==> src/rtl/vad_frame_label_smoother_unit_assert.svh <==
// Assertion macros shared by the frame label smoother RTL.
// Each macro samples on i_clk and is disabled while i_rst_n is low.
`ifndef VAD_FRAME_LABEL_SMOOTHER_UNIT_ASSERT_SVH
`define VAD_FRAME_LABEL_SMOOTHER_UNIT_ASSERT_SVH

// Condition holds at every clock edge.
`define VFLS_ASSERT(lbl, cond, msg) \
    lbl: assert property (@(posedge i_clk) disable iff (!i_rst_n) (cond)) else $error(msg);

// Same-cycle implication.
`define VFLS_ASSERT_IMPL(lbl, ante, cons, msg) \
    lbl: assert property (@(posedge i_clk) disable iff (!i_rst_n) (ante) |-> (cons)) \
        else $error(msg);

// Next-cycle implication.
`define VFLS_ASSERT_NEXT(lbl, ante, cons, msg) \
    lbl: assert property (@(posedge i_clk) disable iff (!i_rst_n) (ante) |=> (cons)) \
        else $error(msg);

`endif

==> src/rtl/vfls_pkg.sv <==
// Package for the frame label smoother: widths, codes and shared types.
// No dependencies; every other file except the assertion macro header imports it.
package vfls_pkg;

    localparam int HOLD_DEPTH_DEF = 64;
    localparam int TAG_BITS_DEF   = 16;

    localparam int MODE_W     = 2;
    localparam int LM_W       = 5;
    localparam int MS_W       = 6;
    localparam int RM_W       = 8;
    localparam int CFG_IDX_W  = 2;
    localparam int CFG_DATA_W = 8;

    typedef enum logic [MODE_W-1:0] {
        MODE_FRAME     = 2'd0,
        MODE_FLUSH     = 2'd1,
        MODE_FLUSH_SIL = 2'd2
    } t_mode;

    typedef enum logic [CFG_IDX_W-1:0] {
        CFG_LEAD_FRAMES = 2'd0,
        CFG_BURST_MIN   = 2'd1,
        CFG_HANG_FRAMES = 2'd2
    } t_cfg_idx;

    // how many held frames stay in the store after an item
    typedef enum logic [1:0] {
        KEEP_ZERO   = 2'd0,
        KEEP_ONE    = 2'd1,
        KEEP_MARGIN = 2'd2,
        KEEP_CAP    = 2'd3
    } t_keep;

    typedef struct packed {
        logic  hold;
        logic  label;
        t_keep keep;
    } t_plan;

endpackage

==> src/rtl/vfls_in_if.sv <==
// Input channel of the frame label smoother: valid/ready plus one frame beat.
// Depends on vfls_pkg.
interface vfls_in_if import vfls_pkg::*; #(
    parameter int TAG_BITS = TAG_BITS_DEF
);
    logic                valid;
    logic                ready;
    logic [MODE_W-1:0]   mode;
    logic [TAG_BITS-1:0] frame_tag;
    logic                is_speech;

    modport source (output valid, mode, frame_tag, is_speech, input ready);
    modport sink   (input valid, mode, frame_tag, is_speech, output ready);
endinterface

==> src/rtl/vfls_out_if.sv <==
// Output channel of the frame label smoother: valid/ready plus one result beat.
// Depends on vfls_pkg.
interface vfls_out_if import vfls_pkg::*; #(
    parameter int TAG_BITS = TAG_BITS_DEF
);
    logic                valid;
    logic                ready;
    logic [TAG_BITS-1:0] out_frame_tag;
    logic                out_is_speech;
    logic                last;

    modport source (output valid, out_frame_tag, out_is_speech, last, input ready);
    modport sink   (input valid, out_frame_tag, out_is_speech, last, output ready);
endinterface

==> src/rtl/vad_frame_label_smoother_unit.sv <==
// Top level of the voice-activity frame label smoother.
// Depends on vfls_pkg, vfls_in_if, vfls_out_if, vfls_phase and vfls_drain.
//
// Takes frame beats (tag + raw speech/silence label) and releases the frame tags
// in input order with a smoothed label, holding them in a FIFO store of
// HOLD_DEPTH entries until their label is settled. An input beat is taken when
// valid and ready are both high; the frames it releases are then read from the
// store one per cycle through its single read port while the output buffer
// has room, so a beat that releases n frames keeps the input side busy until
// the last of them has been read (one beat releases up to HOLD_DEPTH results),
// while a beat that releases nothing leaves it free; output stalls hold back
// the reads. A two-entry output buffer separates the store read from the
// output handshake, so a new input beat is taken while released frames wait.
// `last` marks the final result of each input beat; a beat that releases
// nothing produces no result. Registers (left margin, minimum speech length,
// right margin) are written through the i_cfg_* port at indices 0, 1, 2 and
// must only change while the block is idle. The store has no reset sweep.
module vad_frame_label_smoother_unit import vfls_pkg::*; #(
    parameter int HOLD_DEPTH = HOLD_DEPTH_DEF,
    parameter int TAG_BITS   = TAG_BITS_DEF
) (
    input  logic                  i_clk,
    input  logic                  i_rst_n,
    input  logic                  i_cfg_we,
    input  logic [CFG_IDX_W-1:0]  i_cfg_idx,
    input  logic [CFG_DATA_W-1:0] i_cfg_data,
    vfls_in_if.sink               i_in,
    vfls_out_if.source            o_out
);
    logic [LM_W-1:0] r_lead_frames;
    logic [MS_W-1:0] r_burst_min;
    logic [RM_W-1:0] r_hang_frames;

    logic  in_ready;
    logic  accept;
    t_plan plan;

    // configuration registers, write only
    always_ff @(posedge i_clk) begin
        if (!i_rst_n) begin
            r_lead_frames <= '0;
            r_burst_min   <= '0;
            r_hang_frames <= '0;
        end else if (i_cfg_we) begin
            unique case (t_cfg_idx'(i_cfg_idx))
                CFG_LEAD_FRAMES: r_lead_frames <= i_cfg_data[LM_W-1:0];
                CFG_BURST_MIN:   r_burst_min   <= i_cfg_data[MS_W-1:0];
                CFG_HANG_FRAMES: r_hang_frames <= i_cfg_data[RM_W-1:0];
                default: begin
                end
            endcase
        end
    end

    assign i_in.ready = in_ready;
    assign accept     = i_in.valid && in_ready;

    // phase decision for the beat at the input
    vfls_phase u_phase (
        .i_clk         (i_clk),
        .i_rst_n       (i_rst_n),
        .i_accept      (accept),
        .i_mode        (i_in.mode),
        .i_is_speech   (i_in.is_speech),
        .i_burst_min   (r_burst_min),
        .i_hang_frames (r_hang_frames),
        .o_plan        (plan)
    );

    // store, release sequencer and output buffer
    vfls_drain #(
        .HOLD_DEPTH (HOLD_DEPTH),
        .TAG_BITS   (TAG_BITS)
    ) u_drain (
        .i_clk         (i_clk),
        .i_rst_n       (i_rst_n),
        .i_accept      (accept),
        .i_plan        (plan),
        .i_tag         (i_in.frame_tag),
        .i_lead_frames (r_lead_frames),
        .o_in_ready    (in_ready),
        .o_valid       (o_out.valid),
        .i_ready       (o_out.ready),
        .o_tag         (o_out.out_frame_tag),
        .o_label       (o_out.out_is_speech),
        .o_last        (o_out.last)
    );
endmodule

==> src/rtl/vfls_hold_ram.sv <==
// Hold store: one write port, one read port, registered read data.
// Depends on vfls_pkg.
module vfls_hold_ram import vfls_pkg::*; #(
    parameter int HOLD_DEPTH = HOLD_DEPTH_DEF,
    parameter int TAG_BITS   = TAG_BITS_DEF
) (
    input  logic                          i_clk,
    input  logic                          i_we,
    input  logic [$clog2(HOLD_DEPTH)-1:0] i_waddr,
    input  logic [TAG_BITS-1:0]           i_wdata,
    input  logic                          i_re,
    input  logic [$clog2(HOLD_DEPTH)-1:0] i_raddr,
    output logic [TAG_BITS-1:0]           o_rdata
);
    logic [TAG_BITS-1:0] r_mem [HOLD_DEPTH];
    logic [TAG_BITS-1:0] r_rdata;

    always_ff @(posedge i_clk) begin
        if (i_we) begin
            r_mem[i_waddr] <= i_wdata;
        end
    end

    always_ff @(posedge i_clk) begin
        if (i_re) begin
            r_rdata <= r_mem[i_raddr];
        end
    end

    assign o_rdata = r_rdata;
endmodule

==> src/rtl/vfls_phase.sv <==
// Phase machine: silence, minimum-speech check, speech, speech end.
// Turns each beat into a store plan. Depends on vfls_pkg.
module vfls_phase import vfls_pkg::*; (
    input  logic              i_clk,
    input  logic              i_rst_n,
    input  logic              i_accept,
    input  logic [MODE_W-1:0] i_mode,
    input  logic              i_is_speech,
    input  logic [MS_W-1:0]   i_burst_min,
    input  logic [RM_W-1:0]   i_hang_frames,
    output t_plan             o_plan
);
    typedef enum logic [3:0] {
        PH_SIL    = 4'b0001,
        PH_MIN    = 4'b0010,
        PH_SPEECH = 4'b0100,
        PH_END    = 4'b1000
    } t_phase;

    t_phase            r_phase, n_phase;
    logic [MS_W-1:0]   r_burst, n_burst;
    logic [RM_W-1:0]   r_trail, n_trail;
    t_plan             plan;

    always_comb begin
        logic [MS_W-1:0] burst_inc;
        logic [RM_W-1:0] trail_base;
        logic [RM_W-1:0] trail_inc;
        logic            min_le_one;

        burst_inc  = (r_burst == '1) ? r_burst : r_burst + 1'b1;
        trail_base = (r_phase == PH_SPEECH) ? '0 : r_trail;
        trail_inc  = (trail_base == '1) ? trail_base : trail_base + 1'b1;
        min_le_one = (i_burst_min <= MS_W'(1));

        n_phase    = r_phase;
        n_burst    = r_burst;
        n_trail    = r_trail;
        plan.hold  = 1'b0;
        plan.label = 1'b0;
        plan.keep  = KEEP_CAP;

        case (t_mode'(i_mode)) inside
            MODE_FRAME: begin
                plan.hold = 1'b1;
                unique case (r_phase)
                    PH_SIL: begin
                        if (!i_is_speech) begin
                            plan.keep = KEEP_MARGIN;
                        end else begin
                            if (i_burst_min != '0) begin
                                n_burst = MS_W'(1);
                            end
                            if (min_le_one) begin
                                plan.keep  = KEEP_ZERO;
                                plan.label = 1'b1;
                                n_phase    = PH_SPEECH;
                            end else begin
                                n_phase    = PH_MIN;
                            end
                        end
                    end
                    PH_MIN: begin
                        if (!i_is_speech) begin
                            plan.keep = KEEP_MARGIN;
                            n_phase   = PH_SIL;
                        end else begin
                            n_burst = burst_inc;
                            if (burst_inc >= i_burst_min) begin
                                plan.keep  = KEEP_ZERO;
                                plan.label = 1'b1;
                                n_phase    = PH_SPEECH;
                            end
                        end
                    end
                    PH_SPEECH, PH_END: begin
                        if (!i_is_speech) begin
                            plan.keep = KEEP_ZERO;
                            n_trail   = trail_base;
                            if (i_hang_frames == '0) begin
                                n_phase = PH_SIL;
                            end else begin
                                // hangover: silent frame goes out as speech
                                plan.label = 1'b1;
                                n_trail    = trail_inc;
                                n_phase    = (trail_inc >= i_hang_frames) ? PH_SIL : PH_END;
                            end
                        end else if (r_phase == PH_SPEECH) begin
                            plan.keep  = KEEP_ZERO;
                            plan.label = 1'b1;
                        end else begin
                            // new burst after hangover, always rechecked
                            plan.label = 1'b1;
                            n_burst    = MS_W'(1);
                            if (min_le_one) begin
                                plan.keep = KEEP_ZERO;
                                n_phase   = PH_SPEECH;
                            end else begin
                                plan.keep = KEEP_ONE;
                                n_phase   = PH_MIN;
                            end
                        end
                    end
                    default: begin
                        n_phase = PH_SIL;
                    end
                endcase
            end
            MODE_FLUSH, MODE_FLUSH_SIL: begin
                plan.keep  = KEEP_ZERO;
                plan.label = (r_phase == PH_SPEECH) || (r_phase == PH_END);
                if (t_mode'(i_mode) == MODE_FLUSH_SIL) begin
                    n_phase = PH_SIL;
                    n_burst = '0;
                    n_trail = '0;
                end
            end
            default: begin
            end
        endcase
    end

    always_ff @(posedge i_clk) begin
        if (!i_rst_n) begin
            r_phase <= PH_SIL;
            r_burst <= '0;
            r_trail <= '0;
        end else if (i_accept) begin
            r_phase <= n_phase;
            r_burst <= n_burst;
            r_trail <= n_trail;
        end
    end

    assign o_plan = plan;
endmodule

==> src/rtl/vfls_drain.sv <==
// Hold-store control: FIFO pointers, release sequencer and two-entry output buffer.
// Depends on vfls_pkg, vfls_hold_ram and the assertion macro header.
`include "vad_frame_label_smoother_unit_assert.svh"

module vfls_drain import vfls_pkg::*; #(
    parameter int HOLD_DEPTH = HOLD_DEPTH_DEF,
    parameter int TAG_BITS   = TAG_BITS_DEF
) (
    input  logic                i_clk,
    input  logic                i_rst_n,
    input  logic                i_accept,
    input  t_plan               i_plan,
    input  logic [TAG_BITS-1:0] i_tag,
    input  logic [LM_W-1:0]     i_lead_frames,
    output logic                o_in_ready,
    output logic                o_valid,
    input  logic                i_ready,
    output logic [TAG_BITS-1:0] o_tag,
    output logic                o_label,
    output logic                o_last
);
    localparam int PTR_W = $clog2(HOLD_DEPTH);
    localparam int CNT_W = $clog2(HOLD_DEPTH + 1);
    localparam int SUM_W = PTR_W + 1;
    localparam int CMP_W = (CNT_W > LM_W) ? CNT_W : LM_W;

    logic [PTR_W-1:0]    r_head;
    logic [CNT_W-1:0]    r_count;
    logic [CNT_W-1:0]    r_left;
    logic                r_label;
    logic                r_rd_vld;
    logic                r_rd_last;
    logic                r_rd_label;
    logic [TAG_BITS-1:0] r_ob_tag [2];
    logic [1:0]          r_ob_label;
    logic [1:0]          r_ob_last;
    logic                r_ob_wp;
    logic                r_ob_rp;
    logic [1:0]          r_ob_cnt;

    logic [CNT_W-1:0]    keep_val;
    logic [CNT_W-1:0]    cnt_after;
    logic [CNT_W-1:0]    rel_n;
    logic [PTR_W-1:0]    tail;
    logic [PTR_W-1:0]    head_inc;
    logic [TAG_BITS-1:0] rdata;
    logic                pop;
    logic                iss;
    logic [1:0]          ob_next;

    // left margin clipped to the store capacity minus one
    always_comb begin
        logic [CMP_W-1:0] lm_ext;
        logic [CMP_W-1:0] cap;
        logic [CNT_W-1:0] margin;

        lm_ext = CMP_W'(i_lead_frames);
        cap    = CMP_W'(HOLD_DEPTH - 1);
        margin = (lm_ext > cap) ? cap[CNT_W-1:0] : lm_ext[CNT_W-1:0];
        case (i_plan.keep)
            KEEP_ZERO:   keep_val = '0;
            KEEP_ONE:    keep_val = CNT_W'(1);
            KEEP_MARGIN: keep_val = margin;
            default:     keep_val = CNT_W'(HOLD_DEPTH - 1);
        endcase
    end

    always_comb begin
        logic [SUM_W-1:0] sum;

        sum       = SUM_W'(r_head) + SUM_W'(r_count);
        tail      = (sum >= SUM_W'(HOLD_DEPTH)) ? PTR_W'(sum - SUM_W'(HOLD_DEPTH))
                                                : sum[PTR_W-1:0];
        cnt_after = r_count + CNT_W'(i_plan.hold);
        rel_n     = (cnt_after > keep_val) ? cnt_after - keep_val : '0;
        head_inc  = (r_head == PTR_W'(HOLD_DEPTH - 1)) ? '0 : r_head + 1'b1;
    end

    assign o_valid    = (r_ob_cnt != 2'd0);
    assign pop        = o_valid && i_ready;
    assign ob_next    = r_ob_cnt + 2'(r_rd_vld) - 2'(pop);
    assign iss        = (r_left != '0) && (ob_next <= 2'd1);
    assign o_in_ready = (r_left == '0) && !r_rd_vld;

    vfls_hold_ram #(
        .HOLD_DEPTH (HOLD_DEPTH),
        .TAG_BITS   (TAG_BITS)
    ) u_ram (
        .i_clk   (i_clk),
        .i_we    (i_accept && i_plan.hold),
        .i_waddr (tail),
        .i_wdata (i_tag),
        .i_re    (iss),
        .i_raddr (r_head),
        .o_rdata (rdata)
    );

    always_ff @(posedge i_clk) begin
        if (!i_rst_n) begin
            r_head   <= '0;
            r_count  <= '0;
            r_left   <= '0;
            r_rd_vld <= 1'b0;
            r_ob_cnt <= 2'd0;
            r_ob_wp  <= 1'b0;
            r_ob_rp  <= 1'b0;
        end else begin
            r_rd_vld <= iss;
            r_ob_cnt <= ob_next;
            if (r_rd_vld) begin
                r_ob_wp <= ~r_ob_wp;
            end
            if (pop) begin
                r_ob_rp <= ~r_ob_rp;
            end
            if (i_accept) begin
                r_count <= cnt_after;
                r_left  <= rel_n;
            end else if (iss) begin
                r_head  <= head_inc;
                r_count <= r_count - 1'b1;
                r_left  <= r_left - 1'b1;
            end
        end
    end

    always_ff @(posedge i_clk) begin
        if (i_accept) begin
            r_label <= i_plan.label;
        end
        if (iss) begin
            r_rd_last  <= (r_left == CNT_W'(1));
            r_rd_label <= r_label;
        end
        if (r_rd_vld) begin
            r_ob_tag[r_ob_wp]   <= rdata;
            r_ob_label[r_ob_wp] <= r_rd_label;
            r_ob_last[r_ob_wp]  <= r_rd_last;
        end
    end

    assign o_tag   = r_ob_tag[r_ob_rp];
    assign o_label = r_ob_label[r_ob_rp];
    assign o_last  = r_ob_last[r_ob_rp];

    `VFLS_ASSERT_IMPL(a_ob_no_overflow, r_rd_vld, (r_ob_cnt != 2'd2) || pop, "ob overflow")
    `VFLS_ASSERT_IMPL(a_count_cap, o_in_ready, r_count <= CNT_W'(HOLD_DEPTH - 1), "store full")
    `VFLS_ASSERT(a_left_le_count, r_left <= r_count, "release count exceeds held count")
    `VFLS_ASSERT_NEXT(a_last_tagged, iss && (r_left == CNT_W'(1)), r_rd_vld && r_rd_last, "no last")
endmodule

==> src/flat_wrapper.sv <==
// flat-port wrapper written by rule: the top's interface ports become plain ports
module vad_frame_label_smoother_unit_flat import vfls_pkg::*;
#(
    parameter int HOLD_DEPTH = HOLD_DEPTH_DEF,
    parameter int TAG_BITS   = TAG_BITS_DEF
)
  (i_clk, i_rst_n, i_cfg_we, i_cfg_idx, i_cfg_data, i_in_valid, i_in_mode, i_in_frame_tag, i_in_is_speech, i_in_ready, o_out_valid, o_out_out_frame_tag, o_out_out_is_speech, o_out_last, o_out_ready);
  vfls_in_if #(.TAG_BITS(TAG_BITS)) i_in_i ();
  vfls_out_if #(.TAG_BITS(TAG_BITS)) o_out_i ();
  input  logic i_clk;
  input  logic i_rst_n;
  input  logic i_cfg_we;
  input  logic [CFG_IDX_W-1:0] i_cfg_idx;
  input  logic [CFG_DATA_W-1:0] i_cfg_data;
  input wire logic [$bits(i_in_i.valid)-1:0] i_in_valid;
  input wire logic [$bits(i_in_i.mode)-1:0] i_in_mode;
  input wire logic [$bits(i_in_i.frame_tag)-1:0] i_in_frame_tag;
  input wire logic [$bits(i_in_i.is_speech)-1:0] i_in_is_speech;
  output wire logic [$bits(i_in_i.ready)-1:0] i_in_ready;
  output wire logic [$bits(o_out_i.valid)-1:0] o_out_valid;
  output wire logic [$bits(o_out_i.out_frame_tag)-1:0] o_out_out_frame_tag;
  output wire logic [$bits(o_out_i.out_is_speech)-1:0] o_out_out_is_speech;
  output wire logic [$bits(o_out_i.last)-1:0] o_out_last;
  input wire logic [$bits(o_out_i.ready)-1:0] o_out_ready;
  assign i_in_i.valid = i_in_valid;
  assign i_in_i.mode = i_in_mode;
  assign i_in_i.frame_tag = i_in_frame_tag;
  assign i_in_i.is_speech = i_in_is_speech;
  assign i_in_ready = i_in_i.ready;
  assign o_out_valid = o_out_i.valid;
  assign o_out_out_frame_tag = o_out_i.out_frame_tag;
  assign o_out_out_is_speech = o_out_i.out_is_speech;
  assign o_out_last = o_out_i.last;
  assign o_out_i.ready = o_out_ready;
  vad_frame_label_smoother_unit #(.HOLD_DEPTH(HOLD_DEPTH), .TAG_BITS(TAG_BITS)) u_core (.i_clk(i_clk), .i_rst_n(i_rst_n), .i_cfg_we(i_cfg_we), .i_cfg_idx(i_cfg_idx), .i_cfg_data(i_cfg_data), .i_in(i_in_i), .o_out(o_out_i));
endmodule
==> config.mk <==
export PLATFORM = sky130hd
export DESIGN_NAME = vad_frame_label_smoother_unit_flat
export DESIGN_NICKNAME = d
export VERILOG_FILES = /design/src/rtl/vfls_pkg.sv /design/src/rtl/vfls_in_if.sv /design/src/rtl/vfls_out_if.sv /design/src/rtl/vad_frame_label_smoother_unit.sv /design/src/rtl/vfls_hold_ram.sv /design/src/rtl/vfls_phase.sv /design/src/rtl/vfls_drain.sv /design/src/flat_wrapper.sv
export VERILOG_INCLUDE_DIRS = /design/src /design/src/rtl
export SDC_FILE = /design/constraint.sdc
export NUM_CORES = 1
export LEC_CHECK = 0
export BUFFER_PORTS_ARGS = -buffer_cell sky130_fd_sc_hd__buf_2
export CAP_MARGIN = 5
export CORE_MARGIN = 4
export CORE_UTILIZATION = 30
export CTS_CLUSTER_DIAMETER = 40
export DETAILED_ROUTE_END_ITERATION = 10
export SLEW_MARGIN = 5
export SYNTH_ARGS = -nofsm -noshare
export SYNTH_HDL_FRONTEND = slang
export SYNTH_SLANG_ARGS = --single-unit
==> constraint.sdc <==
create_clock -name i_clk -period 5.35 [get_ports i_clk]
set_clock_uncertainty 0.2 [all_clocks]
set_input_delay 0.535 -clock i_clk [delete_from_list [all_inputs] [get_ports i_clk]]
set_output_delay 0.535 -clock i_clk [all_outputs]
set_load 0.05 [all_outputs]
==> load_flow_metrics.sql <==
INSERT INTO impl_metrics (metric_group, metric, value, unit) VALUES
('global_routing', 'global_route.usage.total', '0.143', ''),
('critical_path', 'setup.worst_path.start_class', 'register', ''),
('floorplanning', 'boundaryPins', '54', ''),
('logic_synthesis', 'most_instantiated_cells_after_synthesis', 'edfxtp_1, mux4_2, nor2_1, mux2i_1, nand2_1', ''),
('sta', 'finalMaxSlewViolations', '0', ''),
('sta', 'worst_slew_margin_rel', '0.248', ''),
('logic_synthesis', 'synth_warnings', '0', ''),
('sta', 'max_freq', '215', 'MHz'),
('sta', 'final_critical_path_setup_slack', '694', 'ps'),
('sta', 'setup_viol', '0', ''),
('logic_synthesis', 'synth_fp_nets', '2469', ''),
('clock_network', 'post-cts-setup-buffer-count', '0', ''),
('global_routing', 'wire_length_of_the_first_global_routing_pass', '167000', 'um'),
('floorplanning', 'area_of_the_die', '158000', 'um2'),
('placed_design', 'hpwl', '68500', 'um'),
('critical_path', 'worstSetupPathType', 'register to register', ''),
('clock_network', 'ctsHoldBuffers', '8', ''),
('logic_synthesis', 'synthesis.area', '45600', 'um2'),
('floorplanning', 'floorplan.initialDensity', '0.303', ''),
('route', 'drt_pass1_iterations', '8', ''),
('clock_network', 'cts_max_path_buffers', '3', ''),
('sta', 'timing_hold_violations_final', '0', ''),
('floorplanning', 'die_y', '398', 'um'),
('logic_synthesis', 'ys_seq_elements', '1142', ''),
('placed_design', 'post-place-cells', '4458', ''),
('layout', 'finalNonFillerCells', '4736', ''),
('global_routing', 'grt_remaining_overflow', '0', ''),
('logic_synthesis', 'yosys.cell_count.top_type', 'edfxtp_1', ''),
('clock_network', 'cts-root-buf', 'clkbuf_16', ''),
('global_routing', 'first_global_vias', '23700', ''),
('clock_network', 'clock_sinks', '1142', ''),
('route', 'vias_per_cell', '5.05', ''),
('logic_synthesis', 'synth_largest_type_area_fraction', '0.710', ''),
('critical_path', 'critPathMaxFanout', '7', ''),
('critical_path', 'critical_path.cell_chain', 'ha_1 -> nand2_1 -> or2_0 -> mux2_2 -> ha_1 -> a21o_1 -> a31oi_1 -> o21ai_2 -> a32oi_1 -> o21ai_0 -> ha_1 -> nand2_1 -> o21ai_0 -> a41oi_1 -> a41oi_2 -> o31ai_1 -> o21ai_0', ''),
('logic_synthesis', 'async_flop_share', '0', ''),
('power', 'vdd_drop_max', '0.000277', 'V'),
('clock_network', 'cts-buffers-inserted', '148', ''),
('global_routing', 'grt_max_degree', '68', ''),
('hold_path', 'timing.hold.worst.class', 'input port to register', ''),
('placed_design', 'io_buffer_count', '53', ''),
('route', 'initialDrtViolationCount', '2800', ''),
('clock_network', 'cts.reportedPaths.clkPinSlew', '50', 'ps'),
('clock_network', 'clkLatencyLatePin', '740', 'ps'),
('logic_synthesis', 'synth.distinct_cells', '82', ''),
('route', 'drt.antenna.violating_nets', '0', ''),
('clock_network', 'post_cts.resized_instances', '0', ''),
('job', 'max_cap_violations', '0', ''),
('layout', 'finish.net_count', '2675', ''),
('logic_synthesis', 'synthesis.area_per_instance', '19.1', 'um2'),
('floorplanning', 'row_count', '142', ''),
('clock_network', 'ctsHtreeMaxLevel', '4', ''),
('logic_synthesis', 'ys_dominant_reg_cell', 'edfxtp_1', ''),
('layout', 'area_growth_syn_to_layout', '18.2', '%'),
('global_routing', 'antenna_found_initial', '8', ''),
('placed_design', 'place_ws', '779', 'ps'),
('clock_network', 'cts_tree', 'done', ''),
('floorplanning', 'core_area', '150000', 'um2'),
('sta', 'rsz0062_at_grt', 'no', ''),
('sta', 'timing_worst_slew_pin_value', '1120', 'ps'),
('sta', 'final_worst_path_period_need', '4660', 'ps'),
('status', 'result_of_the_run', 'complete, no violations', ''),
('logic_synthesis', 'synthDominantAreaCellType', 'edfxtp_1', ''),
('critical_path', 'critical_path_arrival', '5100', 'ps'),
('critical_path', 'required', '5790', 'ps'),
('critical_path', 'worstSetupEndpointType', 'register', ''),
('sta', 'share_of_the_cycle_needed_by_the_critical_path_after_routing', '0.870', ''),
('floorplanning', 'floorplan.die.width', '398', 'um'),
('power', 'power.density', '457', 'nW/um2'),
('critical_path', 'timing.critical_path.slowest_stage_cell', 'a32oi_1', ''),
('sta', 'setup_total_negative_slack', '0', 'ps');
critical path: cells and delay by family, from the launching register on:
family          cells  cell delay (ps)
simple gates        3              470
flops               1              410
compound gates     10             2440
mux                 1              320
fa+ha+maj           3              760
worst paths after layout:
check | start | endpoint | slack [ps] | cells after the start
hold / removal | o_out_ready | u_core.u_drain.r_ob_rp | 40 | 4
hold reg to reg | u_core.u_drain.r_label | u_core.u_drain.r_rd_label | 220 | 0
setup reg to reg | u_core.u_phase.r_burst[0] | u_core.u_drain.r_left[5] | 690 | 17
setup / recovery | u_core.u_phase.r_burst[0] | u_core.u_drain.r_left[5] | 690 | 17
sequential cells by signal, indices dropped and copies added, names as in the netlist, named ones only:
| name | flops |
|---|---|
| u_core.u_drain.r_ob_last | 2 |
| u_core.u_drain.r_rd_vld | 1 |
| u_core.u_drain.r_rd_label | 1 |
| u_core.r_hang_frames | 8 |
| u_core.u_drain.u_ram.o_rdata | 16 |
| u_core.u_drain.r_rd_last | 1 |
| u_core.u_drain.r_ob_tag | 32 |
| u_core.u_drain.r_ob_wp | 1 |
| u_core.u_drain.r_head | 6 |
| u_core.u_drain.r_ob_label | 2 |
| u_core.u_phase.r_phase | 4 |
| u_core.u_phase.r_burst | 6 |
| u_core.u_drain.r_count | 7 |
| u_core.r_lead_frames | 5 |
| u_core.u_drain.r_left | 7 |
| u_core.u_drain.u_ram.r_mem | 1024 |
| u_core.u_drain.r_ob_cnt | 2 |
| u_core.u_drain.r_ob_rp | 1 |
| u_core.u_phase.r_trail | 8 |
| u_core.r_burst_min | 6 |
| u_core.u_drain.r_label | 1 |
cells by family after synthesis:
| logic type | synth area share |
|---|---|
| adders and majority gates | 0.0116 |
| buffers and inverters | 0.0181 |
| DFF | 0.737 |
| and+or+nand+nor | 0.0382 |
| xor gates and xnor gates | 0.00743 |
| muxes | 0.139 |
| AOI/OAI and AO/OA | 0.0481 |
per-stage QoR:
stage               utilization  hold WS [ps]  total power [mW]  cell area [um2]
global placement          0.324           210              14.7            48700
floorplan                     -           200              13.4            45600
CTS                       0.358          4.61              24.9            53900
detailed placement        0.324           213              14.7            48700
finish                    0.358          44.4              24.7            53900
global route              0.358          58.0              25.6            53900
layout make-up:
class	instances	area, um2
fill	13900	96500
sequential	1142	33700
multi-input combinational	1095	11200
clock buffer	174	3930
tap	2016	2520
timing repair buffer	177	1290
clock inverter	91	1190
inverter	36	135
antenna	5	12.5
where the power goes:
group / total, mW / internal (mW) / switching (mW)
sequential: 10.4 / 10.1 / 0.236
combinational: 4.12 / 1.66 / 2.46
clock: 10.2 / 6.37 / 3.83
layout by cell type (no fill, tap or decap), types with 7 or more instances in the layout:
master         Yosys  final
edfxtp_1        1079   1079
mux4_2           228    228
clkbuf_16          0    154
nor2_1           158    147
buf_4             16    110
mux2i_1           98     98
nand2_1           68     68
dfxtp_1           63     60
buf_2             37     53
a22oi_1           44     44
a21oi_1           43     43
ha_1              39     39
a211oi_1          38     38
inv_1             35     35
o22ai_1           32     32
o21ai_0           31     31
nand3_1           30     30
a22o_1            23     23
bufinv_16          0     22
inv_6              0     22
xnor2_1           21     21
mux2_2            21     21
clkbuf_1          43     20
and2_1            17     17
clkinv_1           1     16
xor2_1            15     15
o221ai_1          15     15
a221oi_1          13     13
nor3_1            11     11
nor2b_1           14     11
nor2_2             0     11
clkinv_2           0     10
clkinvlp_4         0     10
and3_1             9      9
nand2b_1           9      9
a31oi_1            8      8
dlygate4sd3_1      0      8
or3_1              7      7
metal layers:
layer	up-vias	global-route usage	routed length [um]	share of wire
met2	982	0.216	51600	0.45
met3	197	0.0335	9600	0.084
met4	2	0.0442	3240	0.028
li1	10300	-	-	-
met5	-	0	13	0.00011
met1	12500	0.206	50100	0.44
Power figures use the tool's default switching activity.
